File: src/rtl/lz4_block_decompressor_unit_defines.svh
// assertion macros for the lz4 block decompressor unit
// used by the modules that carry concurrent checks; no other dependency
`ifndef LZ4_BLOCK_DECOMPRESSOR_UNIT_DEFINES_SVH
`define LZ4_BLOCK_DECOMPRESSOR_UNIT_DEFINES_SVH

// same-cycle implication under synchronous reset
`define LZ4BD_ASSERT_IMP(label, clk, rst, ante, cons, msg) \
   label: assert property (@(posedge clk) disable iff (rst) (ante) |-> (cons)) \
      else $error(msg);

// next-cycle implication under synchronous reset
`define LZ4BD_ASSERT_NXT(label, clk, rst, ante, cons, msg) \
   label: assert property (@(posedge clk) disable iff (rst) (ante) |=> (cons)) \
      else $error(msg);

`endif

File: src/rtl/lz4bd_pkg.sv
// shared types and constants of the lz4 block decompressor
// no dependencies; used by every other rtl file but the assertion macro header
`timescale 1ns / 1ps
`default_nettype none

package lz4bd_pkg;

   localparam int HIST_DEPTH = 65536;
   localparam int HIST_AW    = $clog2(HIST_DEPTH);
   localparam int BYTE_W     = 8;
   localparam int LEN_W      = 16;
   localparam int STATUS_W   = 2;
   localparam int RSP_DEPTH  = 3;
   localparam int RSP_PTR_W  = $clog2(RSP_DEPTH);
   localparam int RSP_CNT_W  = $clog2(RSP_DEPTH + 1);

   localparam logic [3:0]        NIBBLE_EXT = 4'hf;
   localparam logic [7:0]        BYTE_EXT   = 8'hff;
   localparam logic [LEN_W-1:0]  MATCH_MIN  = 16'd4;

   typedef enum logic {
      CMD_PUSH    = 1'b0,
      CMD_ADVANCE = 1'b1
   } command_type;

   typedef enum logic [STATUS_W-1:0] {
      ST_DATA        = 2'd0,
      ST_LAST        = 2'd1,
      ST_ZERO_OFFSET = 2'd2,
      ST_OVERRUN     = 2'd3
   } status_type;

   typedef enum logic [7:0] {
      PH_TOKEN    = 8'b0000_0001,
      PH_LITLEN   = 8'b0000_0010,
      PH_LITERALS = 8'b0000_0100,
      PH_OFFLO    = 8'b0000_1000,
      PH_OFFHI    = 8'b0001_0000,
      PH_MATCHLEN = 8'b0010_0000,
      PH_COPY     = 8'b0100_0000,
      PH_DONE     = 8'b1000_0000
   } phase_type;

   // decoder to history stage: one result in flight
   typedef struct packed {
      logic                valid;
      logic                store;
      logic                from_hist;
      logic [HIST_AW-1:0]  raddr;
      logic [HIST_AW-1:0]  waddr;
      logic [BYTE_W-1:0]   lit_byte;
      status_type          status;
   } issue_type;

   // history stage to response queue
   typedef struct packed {
      logic                valid;
      logic [BYTE_W-1:0]   out_byte;
      status_type          status;
   } rsp_item_type;

endpackage

`default_nettype wire

File: src/rtl/lz4bd_rsp_if.sv
// response channel: decompressed byte and status with valid/ready
// depends on lz4bd_pkg for widths
`timescale 1ns / 1ps
`default_nettype none

interface lz4bd_rsp_if;
   logic                              valid;
   logic                              ready;
   logic [lz4bd_pkg::BYTE_W-1:0]      out_byte;
   logic [lz4bd_pkg::STATUS_W-1:0]    status;

   modport source (output valid, output out_byte, output status, input ready);
   modport sink   (input valid, input out_byte, input status, output ready);
endinterface

`default_nettype wire

File: src/rtl/lz4bd_rsp_fifo.sv
// three-entry response queue between the history stage and the rsp channel
// depends on lz4bd_pkg, lz4bd_rsp_if and the assertion macro header
`timescale 1ns / 1ps
`default_nettype none

`include "lz4_block_decompressor_unit_defines.svh"

module lz4bd_rsp_fifo (
   input  wire logic                                clock,
   input  wire logic                                reset,
   input  lz4bd_pkg::rsp_item_type                  push,
   output logic [lz4bd_pkg::RSP_CNT_W-1:0]          count,
   lz4bd_rsp_if.source                              rsp_bus
);

   lz4bd_pkg::rsp_item_type                 entry_ff [lz4bd_pkg::RSP_DEPTH];
   logic [lz4bd_pkg::RSP_PTR_W-1:0]         wr_ptr_ff, wr_ptr_in;
   logic [lz4bd_pkg::RSP_PTR_W-1:0]         rd_ptr_ff, rd_ptr_in;
   logic [lz4bd_pkg::RSP_CNT_W-1:0]         cnt_ff, cnt_in;
   logic                                    pop;

   localparam logic [lz4bd_pkg::RSP_PTR_W-1:0] LastPtr =
      lz4bd_pkg::RSP_PTR_W'(lz4bd_pkg::RSP_DEPTH - 1);
   localparam logic [lz4bd_pkg::RSP_CNT_W-1:0] FullCnt =
      lz4bd_pkg::RSP_CNT_W'(lz4bd_pkg::RSP_DEPTH);

   assign pop              = rsp_bus.valid && rsp_bus.ready;
   assign rsp_bus.valid    = (cnt_ff != '0);
   assign rsp_bus.out_byte = entry_ff[rd_ptr_ff].out_byte;
   assign rsp_bus.status   = entry_ff[rd_ptr_ff].status;
   assign count            = cnt_ff;

   always_comb begin
      wr_ptr_in = wr_ptr_ff;
      rd_ptr_in = rd_ptr_ff;
      cnt_in    = cnt_ff;
      if (push.valid) begin
         wr_ptr_in = (wr_ptr_ff == LastPtr) ? '0 : wr_ptr_ff + 1'b1;
      end
      if (pop) begin
         rd_ptr_in = (rd_ptr_ff == LastPtr) ? '0 : rd_ptr_ff + 1'b1;
      end
      case ({push.valid, pop})
         2'b10:   cnt_in = cnt_ff + 1'b1;
         2'b01:   cnt_in = cnt_ff - 1'b1;
         default: cnt_in = cnt_ff;
      endcase
   end

   always_ff @(posedge clock) begin
      if (push.valid) begin
         entry_ff[wr_ptr_ff] <= push;
      end
   end

   always_ff @(posedge clock) begin
      if (reset) begin
         wr_ptr_ff <= '0;
         rd_ptr_ff <= '0;
         cnt_ff    <= '0;
      end else begin
         wr_ptr_ff <= wr_ptr_in;
         rd_ptr_ff <= rd_ptr_in;
         cnt_ff    <= cnt_in;
      end
   end

   `LZ4BD_ASSERT_IMP(a_no_overflow, clock, reset, push.valid && !pop, cnt_ff != FullCnt, "response queue overflow")
   `LZ4BD_ASSERT_NXT(a_count_up, clock, reset, push.valid && !pop, cnt_ff == $past(cnt_ff) + 1'b1, "queue count did not rise on push")
   `LZ4BD_ASSERT_NXT(a_count_down, clock, reset, pop && !push.valid, cnt_ff == $past(cnt_ff) - 1'b1, "queue count did not fall on pop")

endmodule

`default_nettype wire
File: src/flat_wrapper.sv
// flat-port wrapper written by rule: the top's interface ports become plain ports
module lz4bd_rsp_fifo_flat 
  (clock, reset, push, count, rsp_bus_valid, rsp_bus_out_byte, rsp_bus_status, rsp_bus_ready);
  lz4bd_rsp_if rsp_bus_i ();
  input  wire logic clock;
  input  wire logic reset;
  input  lz4bd_pkg::rsp_item_type push;
  output logic [lz4bd_pkg::RSP_CNT_W-1:0] count;
  output wire logic [$bits(rsp_bus_i.valid)-1:0] rsp_bus_valid;
  output wire logic [$bits(rsp_bus_i.out_byte)-1:0] rsp_bus_out_byte;
  output wire logic [$bits(rsp_bus_i.status)-1:0] rsp_bus_status;
  input wire logic [$bits(rsp_bus_i.ready)-1:0] rsp_bus_ready;
  assign rsp_bus_valid = rsp_bus_i.valid;
  assign rsp_bus_out_byte = rsp_bus_i.out_byte;
  assign rsp_bus_status = rsp_bus_i.status;
  assign rsp_bus_i.ready = rsp_bus_ready;
  lz4bd_rsp_fifo u_core (.clock(clock), .reset(reset), .push(push), .count(count), .rsp_bus(rsp_bus_i));
endmodule
File: config.mk
export PLATFORM = sky130hd
export DESIGN_NAME = lz4bd_rsp_fifo_flat
export DESIGN_NICKNAME = d
export VERILOG_FILES = /design/src/rtl/lz4bd_pkg.sv /design/src/rtl/lz4bd_rsp_if.sv /design/src/rtl/lz4bd_rsp_fifo.sv /design/src/flat_wrapper.sv
export VERILOG_INCLUDE_DIRS = /design/src /design/src/rtl
export SDC_FILE = /design/constraint.sdc
export NUM_CORES = 1
export LEC_CHECK = 0
export BUFFER_PORTS_ARGS = -buffer_cell sky130_fd_sc_hd__buf_4
export CAP_MARGIN = 15
export CORE_MARGIN = 2
export CORE_UTILIZATION = 53
export CTS_CLUSTER_DIAMETER = 120
export DETAILED_ROUTE_END_ITERATION = 8
export GPL_TIMING_DRIVEN = 0
export PLACE_DENSITY = 0.86
export SKIP_CTS_REPAIR_TIMING = 1
export SYNTH_ARGS = -nofsm -noshare
export SYNTH_HDL_FRONTEND = slang
export SYNTH_SLANG_ARGS = --single-unit
File: constraint.sdc
create_clock -name clock -period 1.8 [get_ports clock]
set_input_delay 0 -clock clock [delete_from_list [all_inputs] [get_ports clock]]
set_output_delay 0 -clock clock [all_outputs]
set_load 0.03 [all_outputs]
==> impl_metrics.toml <==
[global_route]
met2_usage = 0.299
grt_usage = 0.171
antenna_found_initial = 0
grt_first_pass_wirelength_um = 3990
grt_pass1_vias = 889
grt_max_degree = 12
grt.overflow.total = 0
use_met1 = 0.194
use_met3 = 0.0445
top_usage_layer = "met2"

[hold_path]
whs_path_depth = 3
hold_end = "u_core.wr_ptr_ff[0]$_SDFFE_PP0P_"
min_from = "push[10]"
min_path_type = "primary input to register"

[clocking]
cts_root_buf = "clkbuf_4"
clk_pin_slew_ns = 0.10
cts_tree = "yes"
clock-sinks = 38
clockBufferDepth = 2
clock_latency_ns = 0.32
htree_levels = 2
cts_buffers = 5

[synth]
syn_inst = 96
synth_xor_area_frac = 0.0124
yosysUniqueCellTypes = 21
synthFlopType = "edfxtp_1"
synth_edf_count = 30
yosys_warnings = 0
async_reset_ff_frac = 0
synth_compound_area_frac = 0.0639
synthAdderAreaFrac = 0.00888
avgSynthCellArea_sq_um = 14.7
synthesis.area_sq_um = 1410
synth_mux_area_frac = 0.0710
synth-simple-area-share = 0.0764
synth_top_family_by_area = "simple AND/OR/NAND/NOR gates"
syn_nets = 111
synth-seq-cells = 38
yosysSeqAreaShare = 0.753

[final_layout]
drive_gt1_frac = 0.262
num-fill-cells = 161
area_delta_synth_final_pct = 29.0
num_antenna_cells = 0
ff_latch_area_sq_um = 1060
final_nets = 155
multi_input_area_sq_um = 333

[pwr]
power_leakage_uw = 0.000668
powerDensity_nw_per_um2 = 1190
peakVddDrop_mv = 0.792
finalPower_uw = 2160

[sta]
hold_viol = 0
period_minus_slack_ns = 1.61
finalSetupTns_ns = 0
rsz0062_at_grt = "false"
fmax_mhz = 620
worst_clock_skew_ns = 0.00428
period_share = 0.897
drv_slew = 0
max_slew_margin = 0.402
worst_slew_pin_slew_ns = 0.893
setup_viol = 0

[die]
floorplan.die_area_sq_um = 3090
coreArea_sq_um = 2500
die_h_um = 55.6
die_w_um = 55.6
rows = 18
boundaryPins = 27
initial_core_util = 0.564

[routing]
drt_iter0_drc = 14
wire_per_inst_um = 14.9
vias = 893
post_drt_via_cell_ratio = 5.22
drc = 0
detail-route-antenna-nets = 0
routed_wl_um = 2540
drtPass1Iterations = 4

[flow_run]
drv_cap = 0

[placed_design]
place_congestion = 0.675
io_buffers = 26
dp_hpwl_um = 1670

[setup_path]
end_kind = "register"
rr_worst_depth = 5
worstPathMaxFanout = 5
reg2reg_from = "u_core.count[0]$_SDFFE_PP0P_"
crit_arrival_ns = 1.87
cp.required_ns = 2.06
crit_path_start_kind = "register"
critical_path_class = "register to register"
r2r-end = "u_core.count[1]$_SDFFE_PP0P_"
r2r_slack_ns = 0.19

[status]
status = "finished clean"
-- report_power, final --
part | switching (uW) | internal [uW] | total, uW
combinational | 388 | 266 | 653
sequential | 45.2 | 1020 | 1060
clock | 249 | 189 | 438
-- state kept, by name, indices dropped and copies added (netlist names), named ones only --
signal and flops:
u_core.rd_ptr_ff 2, u_core.entry_ff 30, u_core.count 2, u_core.wr_ptr_ff 2
-- cells in the mapped netlist, types with 2 or more instances --
master | instances | area (sq um)
a21oi_1 | 4 | 20.0
clkbuf_1 | 2 | 7.51
dfxtp_1 | 8 | 160
edfxtp_1 | 30 | 901
inv_1 | 2 | 7.51
mux2i_1 | 10 | 100
nand2_1 | 13 | 48.8
nor2_1 | 3 | 11.3
o21ai_0 | 11 | 55.1
or3_1 | 2 | 12.5
-- metal layers --
| metal | vias up | part of all wire |
|---|---|---|
| met5 | - | 0 |
| met4 | 0 | 0.014 |
| met3 | 4 | 0.029 |
| met2 | 18 | 0.56 |
| met1 | 433 | 0.39 |
| li1 | 438 | - |
-- stage by stage --
step | cells | utilization | setup slack [ns] | instance area [sq um] | hold WS (ns)
2_1_floorplan | 96 | - | 0.211 | 1410 | 0.0691
3_3_place_gp | 152 | 0.657 | -0.134 | 1640 | 0.192
3_5_place_dp | 152 | 0.659 | 0.237 | 1650 | 0.196
4_1_cts | 160 | 0.683 | 0.199 | 1710 | -0.152
5_1_grt | 171 | 0.727 | 0.0554 | 1820 | 0.0201
6_report | 171 | 0.727 | 0.186 | 1820 | 0.0374
-- kinds of logic after synthesis --
kind of cell	Yosys count
flip-flops	38
buffers and inverters	5
AND/OR/NAND/NOR	23
AO/OA/AOI/OAI	17
multiplexers	10
adder cells (fa/ha/maj)	1
XOR/XNOR	2
-- placed cells by master, fill, tap and decap left out, types with 2 or more instances in the layout --
master and instances:
a21oi_1 4, buf_4 26, clkbuf_1 3, clkbuf_4 5, dfxtp_1 8, dlygate4sd3_1 11, edfxtp_1 30, inv_1 2
mux2i_1 10, nand2_1 13, nor2_1 3, o21ai_0 11, or3_1 2
-- worst max path at each step --
| stage | endpoint | depth (start not counted) | from | slack (ns) |
|---|---|---|---|---|
| final | u_core.count[1]$_SDFFE_PP0P_ | 5 | u_core.count[0]$_SDFFE_PP0P_ | 0.19 |
| after global routing | u_core.count[1]$_SDFFE_PP0P_ | 6 | u_core.count[0]$_SDFFE_PP0P_ | 0.06 |
| after CTS | u_core.count[1]$_SDFFE_PP0P_ | 5 | u_core.count[0]$_SDFFE_PP0P_ | 0.20 |
| after detailed placement | u_core.count[1]$_SDFFE_PP0P_ | 5 | u_core.count[0]$_SDFFE_PP0P_ | 0.24 |
| after global placement | u_core.entry_ff[0][5]$_DFFE_PP_ | 1 | u_core.wr_ptr_ff[0]$_SDFFE_PP0P_ | -0.13 |
| after floorplan | u_core.count[1]$_SDFFE_PP0P_ | 5 | u_core.count[0]$_SDFFE_PP0P_ | 0.21 |
-- area by class of cell --
type / instances / area share
Inverter: 2 / 0.00413
Clock inverter: 1 / 0.00275
Timing Repair Buffer: 37 / 0.168
Clock buffer: 7 / 0.0303
Tap cell: 30 / 0.0207
Multi-Input combinational cell: 53 / 0.183
Sequential cell: 38 / 0.584
Buffer: 3 / 0.00689
-- worst max-delay path, cell delays in order, from the launching register on --
cell	delay, ns
dfxtp_1	0.38
o21ai_1	0.29
inv_1	0.09
ha_1	0.31
or3_1	0.35
a21oi_1	0.14
(Power assumes the default switching activity.)
