==> src/rtl/lz4_block_decompressor_unit_defines.svh <==
// assertion macros for the lz4 block decompressor unit
// used by the modules that carry concurrent checks; no other dependency
`ifndef LZ4_BLOCK_DECOMPRESSOR_UNIT_DEFINES_SVH
`define LZ4_BLOCK_DECOMPRESSOR_UNIT_DEFINES_SVH

// same-cycle implication under synchronous reset
`define LZ4BD_ASSERT_IMP(label, clk, rst, ante, cons, msg) \
   label: assert property (@(posedge clk) disable iff (rst) (ante) |-> (cons)) \
      else $error(msg);

// next-cycle implication under synchronous reset
`define LZ4BD_ASSERT_NXT(label, clk, rst, ante, cons, msg) \
   label: assert property (@(posedge clk) disable iff (rst) (ante) |=> (cons)) \
      else $error(msg);

`endif

==> src/rtl/lz4bd_pkg.sv <==
// shared types and constants of the lz4 block decompressor
// no dependencies; used by every other rtl file but the assertion macro header
`timescale 1ns / 1ps
`default_nettype none

package lz4bd_pkg;

   localparam int HIST_DEPTH = 65536;
   localparam int HIST_AW    = $clog2(HIST_DEPTH);
   localparam int BYTE_W     = 8;
   localparam int LEN_W      = 16;
   localparam int STATUS_W   = 2;
   localparam int RSP_DEPTH  = 3;
   localparam int RSP_PTR_W  = $clog2(RSP_DEPTH);
   localparam int RSP_CNT_W  = $clog2(RSP_DEPTH + 1);

   localparam logic [3:0]        NIBBLE_EXT = 4'hf;
   localparam logic [7:0]        BYTE_EXT   = 8'hff;
   localparam logic [LEN_W-1:0]  MATCH_MIN  = 16'd4;

   typedef enum logic {
      CMD_PUSH    = 1'b0,
      CMD_ADVANCE = 1'b1
   } command_type;

   typedef enum logic [STATUS_W-1:0] {
      ST_DATA        = 2'd0,
      ST_LAST        = 2'd1,
      ST_ZERO_OFFSET = 2'd2,
      ST_OVERRUN     = 2'd3
   } status_type;

   typedef enum logic [7:0] {
      PH_TOKEN    = 8'b0000_0001,
      PH_LITLEN   = 8'b0000_0010,
      PH_LITERALS = 8'b0000_0100,
      PH_OFFLO    = 8'b0000_1000,
      PH_OFFHI    = 8'b0001_0000,
      PH_MATCHLEN = 8'b0010_0000,
      PH_COPY     = 8'b0100_0000,
      PH_DONE     = 8'b1000_0000
   } phase_type;

   // decoder to history stage: one result in flight
   typedef struct packed {
      logic                valid;
      logic                store;
      logic                from_hist;
      logic [HIST_AW-1:0]  raddr;
      logic [HIST_AW-1:0]  waddr;
      logic [BYTE_W-1:0]   lit_byte;
      status_type          status;
   } issue_type;

   // history stage to response queue
   typedef struct packed {
      logic                valid;
      logic [BYTE_W-1:0]   out_byte;
      status_type          status;
   } rsp_item_type;

endpackage

`default_nettype wire

==> src/rtl/lz4bd_seq.sv <==
// sequence decoder: token, lengths, offset and copy bookkeeping per request
// depends on lz4bd_pkg and the assertion macro header
`timescale 1ns / 1ps
`default_nettype none

`include "lz4_block_decompressor_unit_defines.svh"

module lz4bd_seq (
   input  wire logic                                clock,
   input  wire logic                                reset,
   input  wire logic                                csr_wr_en,
   input  wire logic [lz4bd_pkg::LEN_W-1:0]         csr_wr_data,
   input  wire logic                                accept,
   input  wire logic                                command,
   input  wire logic [lz4bd_pkg::BYTE_W-1:0]        in_byte,
   output lz4bd_pkg::issue_type                     issue
);

   lz4bd_pkg::phase_type                    phase_ff, phase_in;
   logic [lz4bd_pkg::LEN_W-1:0]             bsize_ff, bsize_in;
   logic [lz4bd_pkg::LEN_W-1:0]             consumed_ff, consumed_in;
   logic [lz4bd_pkg::LEN_W-1:0]             lit_left_ff, lit_left_in;
   logic [lz4bd_pkg::LEN_W-1:0]             match_left_ff, match_left_in;
   logic [3:0]                              nibble_ff, nibble_in;
   logic [lz4bd_pkg::LEN_W-1:0]             dist_ff, dist_in;
   logic [lz4bd_pkg::HIST_AW-1:0]           wp_ff, wp_in;

   logic                                    active;
   logic                                    end_old;
   logic                                    end_new;
   logic [lz4bd_pkg::LEN_W-1:0]             cons_inc;
   logic [lz4bd_pkg::LEN_W-1:0]             lit_sum;
   logic [lz4bd_pkg::LEN_W-1:0]             lit_dec;
   logic [lz4bd_pkg::LEN_W-1:0]             match_dec;
   logic [lz4bd_pkg::LEN_W-1:0]             match_sum;
   logic [lz4bd_pkg::LEN_W-1:0]             match_sum4;
   logic [lz4bd_pkg::LEN_W-1:0]             token_lit;
   logic [lz4bd_pkg::LEN_W-1:0]             offset_full;

   assign active      = accept && (bsize_ff != '0) && (phase_ff != lz4bd_pkg::PH_DONE);
   assign end_old     = (consumed_ff == bsize_ff);
   assign cons_inc    = consumed_ff + 16'd1;
   assign end_new     = (cons_inc == bsize_ff);
   assign token_lit   = {12'd0, in_byte[7:4]};
   assign lit_sum     = lit_left_ff + {8'd0, in_byte};
   assign lit_dec     = lit_left_ff - 16'd1;
   assign match_dec   = match_left_ff - 16'd1;
   assign match_sum   = match_left_ff + {8'd0, in_byte};
   assign match_sum4  = match_sum + lz4bd_pkg::MATCH_MIN;
   assign offset_full = {in_byte, dist_ff[7:0]};

   always_comb begin
      phase_in      = phase_ff;
      bsize_in      = bsize_ff;
      consumed_in   = consumed_ff;
      lit_left_in   = lit_left_ff;
      match_left_in = match_left_ff;
      nibble_in     = nibble_ff;
      dist_in       = dist_ff;
      wp_in         = wp_ff;

      issue           = '0;
      issue.raddr     = wp_ff - dist_ff[lz4bd_pkg::HIST_AW-1:0];
      issue.waddr     = wp_ff;
      issue.lit_byte  = in_byte;
      issue.status    = lz4bd_pkg::ST_DATA;

      if (csr_wr_en) begin
         bsize_in      = csr_wr_data;
         phase_in      = lz4bd_pkg::PH_TOKEN;
         consumed_in   = '0;
         lit_left_in   = '0;
         match_left_in = '0;
         nibble_in     = '0;
         dist_in       = '0;
      end else if (active) begin
         if (command == lz4bd_pkg::CMD_ADVANCE) begin
            if (phase_ff == lz4bd_pkg::PH_COPY) begin
               issue.valid     = 1'b1;
               issue.store     = 1'b1;
               issue.from_hist = 1'b1;
               wp_in           = wp_ff + 1'b1;
               match_left_in   = match_dec;
               if (match_dec == '0) begin
                  if (end_old) begin
                     issue.status = lz4bd_pkg::ST_LAST;
                     phase_in     = lz4bd_pkg::PH_DONE;
                  end else begin
                     phase_in     = lz4bd_pkg::PH_TOKEN;
                  end
               end
            end
         end else if (phase_ff != lz4bd_pkg::PH_COPY) begin
            if (end_old) begin
               // byte beyond the block size
               issue.valid    = 1'b1;
               issue.lit_byte = '0;
               issue.status   = lz4bd_pkg::ST_OVERRUN;
               phase_in       = lz4bd_pkg::PH_DONE;
            end else begin
               consumed_in = cons_inc;
               unique case (phase_ff)
                  lz4bd_pkg::PH_TOKEN: begin
                     nibble_in   = in_byte[3:0];
                     lit_left_in = token_lit;
                     if (in_byte[7:4] == lz4bd_pkg::NIBBLE_EXT) begin
                        phase_in = lz4bd_pkg::PH_LITLEN;
                     end else if (token_lit != '0) begin
                        phase_in = lz4bd_pkg::PH_LITERALS;
                     end else begin
                        phase_in = end_new ? lz4bd_pkg::PH_DONE : lz4bd_pkg::PH_OFFLO;
                     end
                  end
                  lz4bd_pkg::PH_LITLEN: begin
                     lit_left_in = lit_sum;
                     if (in_byte != lz4bd_pkg::BYTE_EXT) begin
                        if (lit_sum != '0) begin
                           phase_in = lz4bd_pkg::PH_LITERALS;
                        end else begin
                           phase_in = end_new ? lz4bd_pkg::PH_DONE : lz4bd_pkg::PH_OFFLO;
                        end
                     end
                  end
                  lz4bd_pkg::PH_LITERALS: begin
                     issue.valid = 1'b1;
                     issue.store = 1'b1;
                     wp_in       = wp_ff + 1'b1;
                     lit_left_in = lit_dec;
                     if (lit_dec == '0) begin
                        if (end_new) begin
                           issue.status = lz4bd_pkg::ST_LAST;
                           phase_in     = lz4bd_pkg::PH_DONE;
                        end else begin
                           phase_in     = lz4bd_pkg::PH_OFFLO;
                        end
                     end
                  end
                  lz4bd_pkg::PH_OFFLO: begin
                     dist_in  = {8'd0, in_byte};
                     phase_in = lz4bd_pkg::PH_OFFHI;
                  end
                  lz4bd_pkg::PH_OFFHI: begin
                     dist_in = offset_full;
                     if (offset_full == '0) begin
                        issue.valid    = 1'b1;
                        issue.lit_byte = '0;
                        issue.status   = lz4bd_pkg::ST_ZERO_OFFSET;
                        phase_in       = lz4bd_pkg::PH_DONE;
                     end else if (nibble_ff == lz4bd_pkg::NIBBLE_EXT) begin
                        match_left_in = {12'd0, lz4bd_pkg::NIBBLE_EXT};
                        phase_in      = lz4bd_pkg::PH_MATCHLEN;
                     end else begin
                        // short match is never empty
                        match_left_in = {12'd0, nibble_ff} + lz4bd_pkg::MATCH_MIN;
                        phase_in      = lz4bd_pkg::PH_COPY;
                     end
                  end
                  lz4bd_pkg::PH_MATCHLEN: begin
                     if (in_byte != lz4bd_pkg::BYTE_EXT) begin
                        match_left_in = match_sum4;
                        if (match_sum4 != '0) begin
                           phase_in = lz4bd_pkg::PH_COPY;
                        end else begin
                           phase_in = end_new ? lz4bd_pkg::PH_DONE : lz4bd_pkg::PH_TOKEN;
                        end
                     end else begin
                        match_left_in = match_sum;
                     end
                  end
                  default: begin
                     phase_in = phase_ff;
                  end
               endcase
            end
         end
      end
   end

   always_ff @(posedge clock) begin
      if (reset) begin
         phase_ff      <= lz4bd_pkg::PH_TOKEN;
         bsize_ff      <= '0;
         consumed_ff   <= '0;
         lit_left_ff   <= '0;
         match_left_ff <= '0;
         nibble_ff     <= '0;
         dist_ff       <= '0;
         wp_ff         <= '0;
      end else begin
         phase_ff      <= phase_in;
         bsize_ff      <= bsize_in;
         consumed_ff   <= consumed_in;
         lit_left_ff   <= lit_left_in;
         match_left_ff <= match_left_in;
         nibble_ff     <= nibble_in;
         dist_ff       <= dist_in;
         wp_ff         <= wp_in;
      end
   end

   `LZ4BD_ASSERT_IMP(a_copy_has_bytes, clock, reset, phase_ff == lz4bd_pkg::PH_COPY, match_left_ff != '0, "copy phase with no pending match byte")
   `LZ4BD_ASSERT_IMP(a_result_needs_accept, clock, reset, issue.valid, accept && (bsize_ff != '0), "result issued without an accepted request")
   `LZ4BD_ASSERT_IMP(a_advance_only_in_copy, clock, reset, accept && (command == lz4bd_pkg::CMD_ADVANCE) && (phase_ff != lz4bd_pkg::PH_COPY), !issue.valid, "advance outside copy produced a result")

endmodule

`default_nettype wire

==> config.mk <==
export PLATFORM = sky130hd
export DESIGN_NAME = lz4bd_seq
export DESIGN_NICKNAME = d
export VERILOG_FILES = /design/src/rtl/lz4bd_pkg.sv /design/src/rtl/lz4bd_seq.sv
export VERILOG_INCLUDE_DIRS = /design/src /design/src/rtl
export SDC_FILE = /design/constraint.sdc
export NUM_CORES = 1
export LEC_CHECK = 0
export BUFFER_PORTS_ARGS = -buffer_cell sky130_fd_sc_hd__buf_2
export CORE_MARGIN = 4
export CORE_UTILIZATION = 60
export CTS_CLUSTER_SIZE = 14
export DETAILED_ROUTE_END_ITERATION = 8
export HOLD_SLACK_MARGIN = 0.12
export PLACE_DENSITY = 0.89
export SLEW_MARGIN = 20
export SYNTH_ARGS = -nofsm -noshare
export SYNTH_HDL_FRONTEND = slang
export SYNTH_SLANG_ARGS = --single-unit
==> constraint.sdc <==
create_clock -name clock -period 4.15 [get_ports clock]
set_clock_uncertainty 0.15 [all_clocks]
set_input_delay 0.2075 -clock clock [delete_from_list [all_inputs] [get_ports clock]]
set_output_delay 0.2075 -clock clock [all_outputs]
set_load 0.02 [all_outputs]
==> impl_metrics.json, run 1 <==
{
  "outcome": "finished, final reports clean",
  "grt_pass1_wl_um": 41500,
  "rr_worst_depth": 13,
  "ys_seq_area_share_pct": 24.9,
  "whs_ns": 0.142,
  "finalCriticalPeriod_ns": 4.02,
  "fmax_mhz": 249,
  "p_total_mw": 2.39,
  "powerDensity_nw_per_um2": 245,
  "r2r-start": "match_left_ff[0]",
  "worst-path-buf-inv": 3,
  "startpoint_type": "primary input",
  "tightestPinTransition_ns": 0.975,
  "synth_top_family_by_area": "simple AND/OR/NAND/NOR gates",
  "min_path_type": "in2reg",
  "drcViolationCount": 0,
  "crit_path_frequent_cell": "nand4_1",
  "yosys.area_share.simple_pct": 28.8,
  "r2r_end": "phase_ff[0]",
  "reg2reg_setup_slack_ns": 0.21,
  "gp_congestion": 0.955,
  "clk_path_buf_depth": 2,
  "ys_ff_latch": 108,
  "power_switching_mw": 0.697,
  "path_depth": 14,
  "antenna_cells": 0,
  "clkPwrFrac_pct": 36.9,
  "leakagePower_nw": 3.76,
  "power.internal_mw": 1.69,
  "synth-xor-area-share_pct": 11.5,
  "seqPwrFrac_pct": 45.2,
  "drive_gt1_share_pct": 11.4,
  "grt_pass1_vias": 8590,
  "grt_max_degree": 42,
  "cts_buffers": 9,
  "syn_area_um2": 8670,
  "synth_compound_area_share_pct": 19.7,
  "cts_root_buf": "clkbuf_16",
  "vdd_ir_drop_max_v": 0.000217,
  "wirelength_um": 25600,
  "antenna_found_initial": 0,
  "die-area_um2": 16400,
  "path_max_fanout": 10,
  "synthArstFlopShare_pct": 0,
  "power_frac_comb_pct": 17.9,
  "relSlewSlack_pct": 35.0,
  "post-route-period-util_pct": 96.9,
  "worstHoldEndpoint": "dist_ff[0]",
  "start_util_pct": 61.8,
  "yosysTopAreaCellShare_pct": 24.9,
  "drt_iter0_markers": 890,
  "rsz0062_at_grt": "yes",
  "finalMaxSlewViolations": 0,
  "clkLatencyLatePin_ns": 0.36,
  "tritoncts": "done",
  "critical_path.cell_chain": "dlygate4sd3_1, buf_2, ha_1, a211oi_1, o211a_1, a21oi_1, or4_1, o211ai_1, buf_4, nand4_1, or3_1, a2111oi_4, nand4_1, a22oi_1",
  "antenna_left": 0,
  "cp-end-kind": "flop",
  "grt.total_usage_pct": 30.7,
  "synth_flop_cell": "dfxtp_1",
  "final-setup-viol-count": 0,
  "io_buffers": 73,
  "syn_to_final_growth_pct": 12.3,
  "synth_edf_count": 0,
  "synth_mux_area_share_pct": 3.58,
  "syn-num-nets": 1243,
  "final-hold-violation-count": 0,
  "yosys-top-cells-area": "dfxtp_1 (25%), nor2_1 (7.3%), xnor2_1 (6.4%), ha_1 (5.8%), nand2_1 (5.2%)",
  "avgSynthCellArea_um2": 7.41,
  "final_cell_mix": "nor2_1 (167), nand2_1 (120), dfxtp_1 (108), buf_2 (73), a21oi_1 (65)",
  "hold_path_depth": 4,
  "top_level_ports": 74,
  "die_w_um": 128,
  "layout_commonest_cell": "nor2_1",
  "clock-sinks": 108,
  "slowest_stage": "dlygate4sd3_1",
  "viasPerCell": 6.50,
  "die_h_um": 128,
  "synth_cell_types": 75,
  "hp-start": "in_byte[0]",
  "worst_path_largest_cell_delay_ns": 0.54,
  "vias": 9236,
  "maxCapViolCount": 0,
  "core_um2": 14000,
  "synth_warnings": 0,
  "htreeDepth": 3,
  "synth_cells": 1171,
  "drt_pass1_iterations": 8,
  "path_class": "in2reg",
  "detail_route.wl_per_cell_um": 18.0,
  "worst_ep_arrival_time_ns": 4.16,
  "synth_fa_ha_area_share_pct": 6.46,
  "grt_overflow": 0,
  "required_ns": 4.29,
  "clk_pin_slew_ns": 0.08,
  "hpwl_um": 18000,
  "switching_share_pct": 29.2,
  "yosys.area.top_type": "dfxtp_1",
  "cp_top_family": "compound AO/OA/AOI/OAI gates",
  "fin_nets": 1309,
  "rows": 43
}
synthesized netlist by cell type, types with 20 or more instances:
library cell	n
a21oi_1	66
o21ai_0	63
xor2_1	51
nand2_1	120
nor4_1	20
nand3_1	38
a22oi_1	23
xnor2_1	63
nor3_1	26
nand4_1	30
nor2_1	168
clkbuf_1	60
dfxtp_1	108
inv_1	43
ha_1	40
mux2i_1	31
cell families after synthesis:
group                      count (synthesis)
xor gates and xnor gates                 114
AOI/OAI and AO/OA                        259
buffers and inverters                    109
and+or+nand+nor                          507
DFF                                      108
adders and majority gates                 43
muxes                                     31
tightest hold or removal path, stage by stage:
cell     delay (ns)
buf_2          0.13
buf_4          0.16
nand2_1        0.06
a21oi_1        0.05
worst max-delay path by stage:
stage,endpoint,start
2_1_floorplan,phase_ff[0],match_left_ff[0]
3_3_place_gp,phase_ff[0],match_left_ff[0]
3_5_place_dp,phase_ff[0],match_left_ff[0]
4_1_cts,phase_ff[0],match_left_ff[0]
5_1_grt,phase_ff[0],in_byte[1]
6_report,phase_ff[0],in_byte[1]
registers in the layout, indices dropped and copies added (netlist names):
name           flops
wp_ff             16
consumed_ff       16
bsize_ff          16
nibble_ff          4
dist_ff           16
phase_ff           8
lit_left_ff       16
match_left_ff     16
power by group through the flow:
| stage | combinational, mW | sequential (mW) | clock [mW] |
|---|---|---|---|
| after floorplan | 0.296 | 1.09 | 0 |
| after global placement | 0.385 | 1.10 | 0 |
| final | 0.427 | 1.08 | 0.883 |
| after CTS | 0.413 | 1.08 | 0.891 |
| after detailed placement | 0.396 | 1.10 | 0 |
| after global routing | 0.465 | 1.08 | 0.932 |
area by class of cell:
cell class                      count  area [µm²]
Timing Repair Buffer              120         768
Sequential cell                   108        2160
Clock inverter                      5        61.3
Multi-Input combinational cell    954        6130
Clock buffer                       10         229
Inverter                           44         165
Tap cell                          180         225
Fill cell                        1095        4300
repair_timing:
action | 4_1_cts | 5_1_grt
setup buffers | 0 | 3
setup endpoints to repair | 0 | 7
hold endpoints to repair | 21 | 0
hold buffers | 20 | 0
gates resized for setup | 0 | 7
per-stage QoR:
step,instance area (µm²),instances,TNS (ns),util [%],setup slack (ns)
2_1_floorplan,8670,1171,0,-,0.531
3_3_place_gp,9180,1383,0,65.4,0.270
3_5_place_dp,9180,1383,0,65.4,0.174
4_1_cts,9670,1418,0,68.9,0.123
5_1_grt,9740,1421,-0.0801,69.4,-0.0444
6_report,9740,1421,0,69.4,0.129
metal layers:
metal	vias up	global-route usage, %	share of wire, %
li1	4334	-	-
met1	4317	38.3	40
met2	487	50.2	47
met3	98	6.96	9.1
met4	0	14.1	3.8
met5	-	0	0
Power figures use the tool's default switching activity.
==> inputs of run 2 (changes only) <==
ABC_AREA = 1   (was unset)
BUFFER_PORTS_ARGS = unset   (was -buffer_cell sky130_fd_sc_hd__buf_2)
DONT_BUFFER_PORTS = 1   (was unset)
PLACE_DENSITY = 0.85   (was 0.89)
==> impl_metrics.json, run 2 <==
{
  "outcome": "finished, final reports clean",
  "rows": 45,
  "cp_top_family": "compound AO/OA/AOI/OAI gates",
  "avgSynthCellArea_um2": 6.39,
  "syn_area_um2": 9360,
  "p_total_mw": 2.46,
  "worstSetupStartpoint": "wp_ff[0]",
  "drt_pass1_iterations": 6,
  "core_um2": 15300,
  "die_w_um": 133,
  "cts_buffers": 9,
  "slowest_stage": "dfxtp_1",
  "reg2reg_setup_slack_ns": 0.74,
  "rr_worst_depth": 18,
  "grt_overflow": 0,
  "drcViolationCount": 0,
  "final-hold-violation-count": 0,
  "grt.total_usage_pct": 29.7,
  "maxCapViolCount": 0,
  "wirelength_um": 27200,
  "grt_max_degree": 49,
  "top_level_ports": 74,
  "layout_commonest_cell": "nand2_1",
  "worst_path_largest_cell_delay_ns": 0.52,
  "worstHoldEndpoint": "lit_left_ff[7]",
  "yosysMostFrequentCell": "nand2_1",
  "die-area_um2": 17700,
  "critical_path.cell_chain": "inv_1, ha_1, fa_1, nor2_1, a211oi_1, o21ai_1, nand3_1, nand2_1, a21oi_1, o21ai_0, a21oi_1, o21ai_0, xor2_1",
  "path_max_fanout": 5,
  "fmax_mhz": 265,
  "path_class": "reg2out",
  "startpoint_type": "flop",
  "syn_to_final_growth_pct": 7.19,
  "grt_pass1_wl_um": 43500,
  "switching_share_pct": 32.3,
  "setup_tns_ns": 0,
  "tritoncts": "done",
  "cp-end-kind": "output port",
  "synth_edf_count": 0,
  "power.internal_mw": 1.66,
  "viasPerCell": 5.85,
  "fin_nets": 1540,
  "hp-start": "in_byte[7]",
  "antenna_left": 0,
  "ys_seq_area_share_pct": 23.1,
  "relSlewSlack_pct": 28.8,
  "drt_iter0_markers": 919,
  "layout_setup_ws_ns": 0.382,
  "finalMaxSlewViolations": 0,
  "synth_common_cells": "nand2_1 (316), inv_1 (178), nor2_1 (134)",
  "synth_cells": 1464,
  "grt_pass1_vias": 8909,
  "yosysTopAreaCellShare_pct": 23.1,
  "synth_flop_cell": "dfxtp_1",
  "r2r-start": "match_left_ff[0]",
  "clock-sinks": 108,
  "utilization_pct": 65.7,
  "final-setup-viol-count": 0,
  "whs_ns": 0.150,
  "power_frac_comb_pct": 20.4,
  "drive_gt1_share_pct": 8.49,
  "power_switching_mw": 0.793,
  "gp_congestion": 0.972,
  "synth_cell_types": 59,
  "leakagePower_nw": 4.46,
  "yosys.area.top_type": "dfxtp_1",
  "powerDensity_nw_per_um2": 245,
  "finalCriticalPeriod_ns": 3.77,
  "clkLatencyLatePin_ns": 0.37,
  "clk_path_buf_depth": 2,
  "min_path_type": "in2reg",
  "worst-path-buf-inv": 1,
  "cts_root_buf": "clkbuf_16",
  "rsz0062_at_grt": "no",
  "hold_path_depth": 4,
  "seqPwrFrac_pct": 44.8,
  "r2r_end": "phase_ff[7]",
  "vdd_ir_drop_max_v": 0.000207,
  "synthArstFlopShare_pct": 0,
  "synth_warnings": 0,
  "required_ns": 3.79,
  "die_h_um": 133,
  "vias": 9858,
  "hpwl_um": 19900,
  "clkPwrFrac_pct": 34.8,
  "clk_pin_slew_ns": 0.07,
  "tightestPinTransition_ns": 1.07,
  "ys_ff_latch": 108,
  "yosys-top-cells-area": "dfxtp_1 (23%), nand2_1 (13%), inv_1 (7.1%), a21oi_1 (6.3%), nor2_1 (5.4%)",
  "start_util_pct": 61.3,
  "htreeDepth": 3,
  "postCtsSetupRepairBufs": 0,
  "syn-num-nets": 1536,
  "antenna_found_initial": 0,
  "post-route-period-util_pct": 90.8,
  "dpl_worst_slack_ns": 0.718,
  "io_buffers": 0,
  "detail_route.wl_per_cell_um": 16.1,
  "worst_ep_arrival_time_ns": 3.41,
  "final_cell_mix": "nand2_1 (316), inv_1 (178), nor2_1 (133), a21oi_1 (117), dfxtp_1 (108)"
}
run 2: cell count changes after synthesis, moves of 21 or more:
cell      before  now
mux2i_1       31    1
clkbuf_1      60   24
nand3_1       38   91
inv_1         43  178
nor2_1       168  134
o21ai_0       63   84
a21oi_1       66  117
inv_2          0   22
nor2_2         0   23
nand2_1      120  316
xnor2_1       63   34
a22oi_1       23    0
run 2: timing repair:
item / CTS / global route
resized for setup: 0 / 1
endpoints found under the hold margin: 64 / 0
hold buffers: 28 / 0
endpoints found under the setup margin: 0 / 1
run 2: kinds of logic (layout without fill, tap and decap cells):
kind of cell	Yosys count	after routing	share of synthesized area, %
compound gates	274	274	16.6
xor+xnor	90	90	8.50
fa+ha+maj	43	43	5.99
buf+inv	242	251	10.2
flops	108	108	23.1
mux	1	1	0.107
other cells	0	1	0
simple gates	706	706	35.5
run 2: cell type report:
class                   instances  area [µm²]
multi-input cells            1114        6240
fillers                      1370        5230
flip-flops and latches        108        2160
inverters                     203         764
repair buffers                 32         310
well taps                     211         264
clock buffers                  10         239
clock inverters                 6        46.3
diodes                          1        2.50
run 2: power groups by stage:
stage	clock [mW]	combinational [mW]	sequential, mW
after floorplan	0	0.385	1.11
after global placement	0	0.442	1.12
after detailed placement	0	0.453	1.12
after CTS	0.864	0.491	1.10
after global routing	0.902	0.552	1.10
final	0.856	0.502	1.10
run 2: worst max path at each step:
stage / to / slack (ns) / depth (start not counted)
after CTS: issue[38] / 0.31 / 13
after global routing: issue[38] / 0.12 / 13
after floorplan: issue[38] / 1.0 / 13
after global placement: issue[38] / 0.73 / 13
after detailed placement: issue[38] / 0.72 / 13
final: issue[38] / 0.38 / 13
run 2: metal layers:
metal | up-vias | track usage (%) | part of all wire (%)
met3 | 106 | 4.94 | 8.9
met4 | 0 | 13.7 | 4.4
li1 | 4856 | - | -
met2 | 483 | 48.3 | 45
met1 | 4413 | 38.4 | 42
met5 | - | 0 | 0
run 2: metrics by stage:
stage,instances,area [µm²]
after global placement,1640,9460
after detailed placement,1640,9460
after CTS,1684,10000
final,1685,10000
after global routing,1684,10000
after floorplan,1464,9360
run 2: worst register-to-register path: cells and delay by family (launching register included):
kind / cells / cell delay (ns)
AND/OR/NAND/NOR: 13 / 1.37
flip-flops: 1 / 0.38
XOR/XNOR: 1 / 0.32
AO/OA/AOI/OAI: 1 / 0.11
adder cells (fa/ha/maj): 3 / 1.00
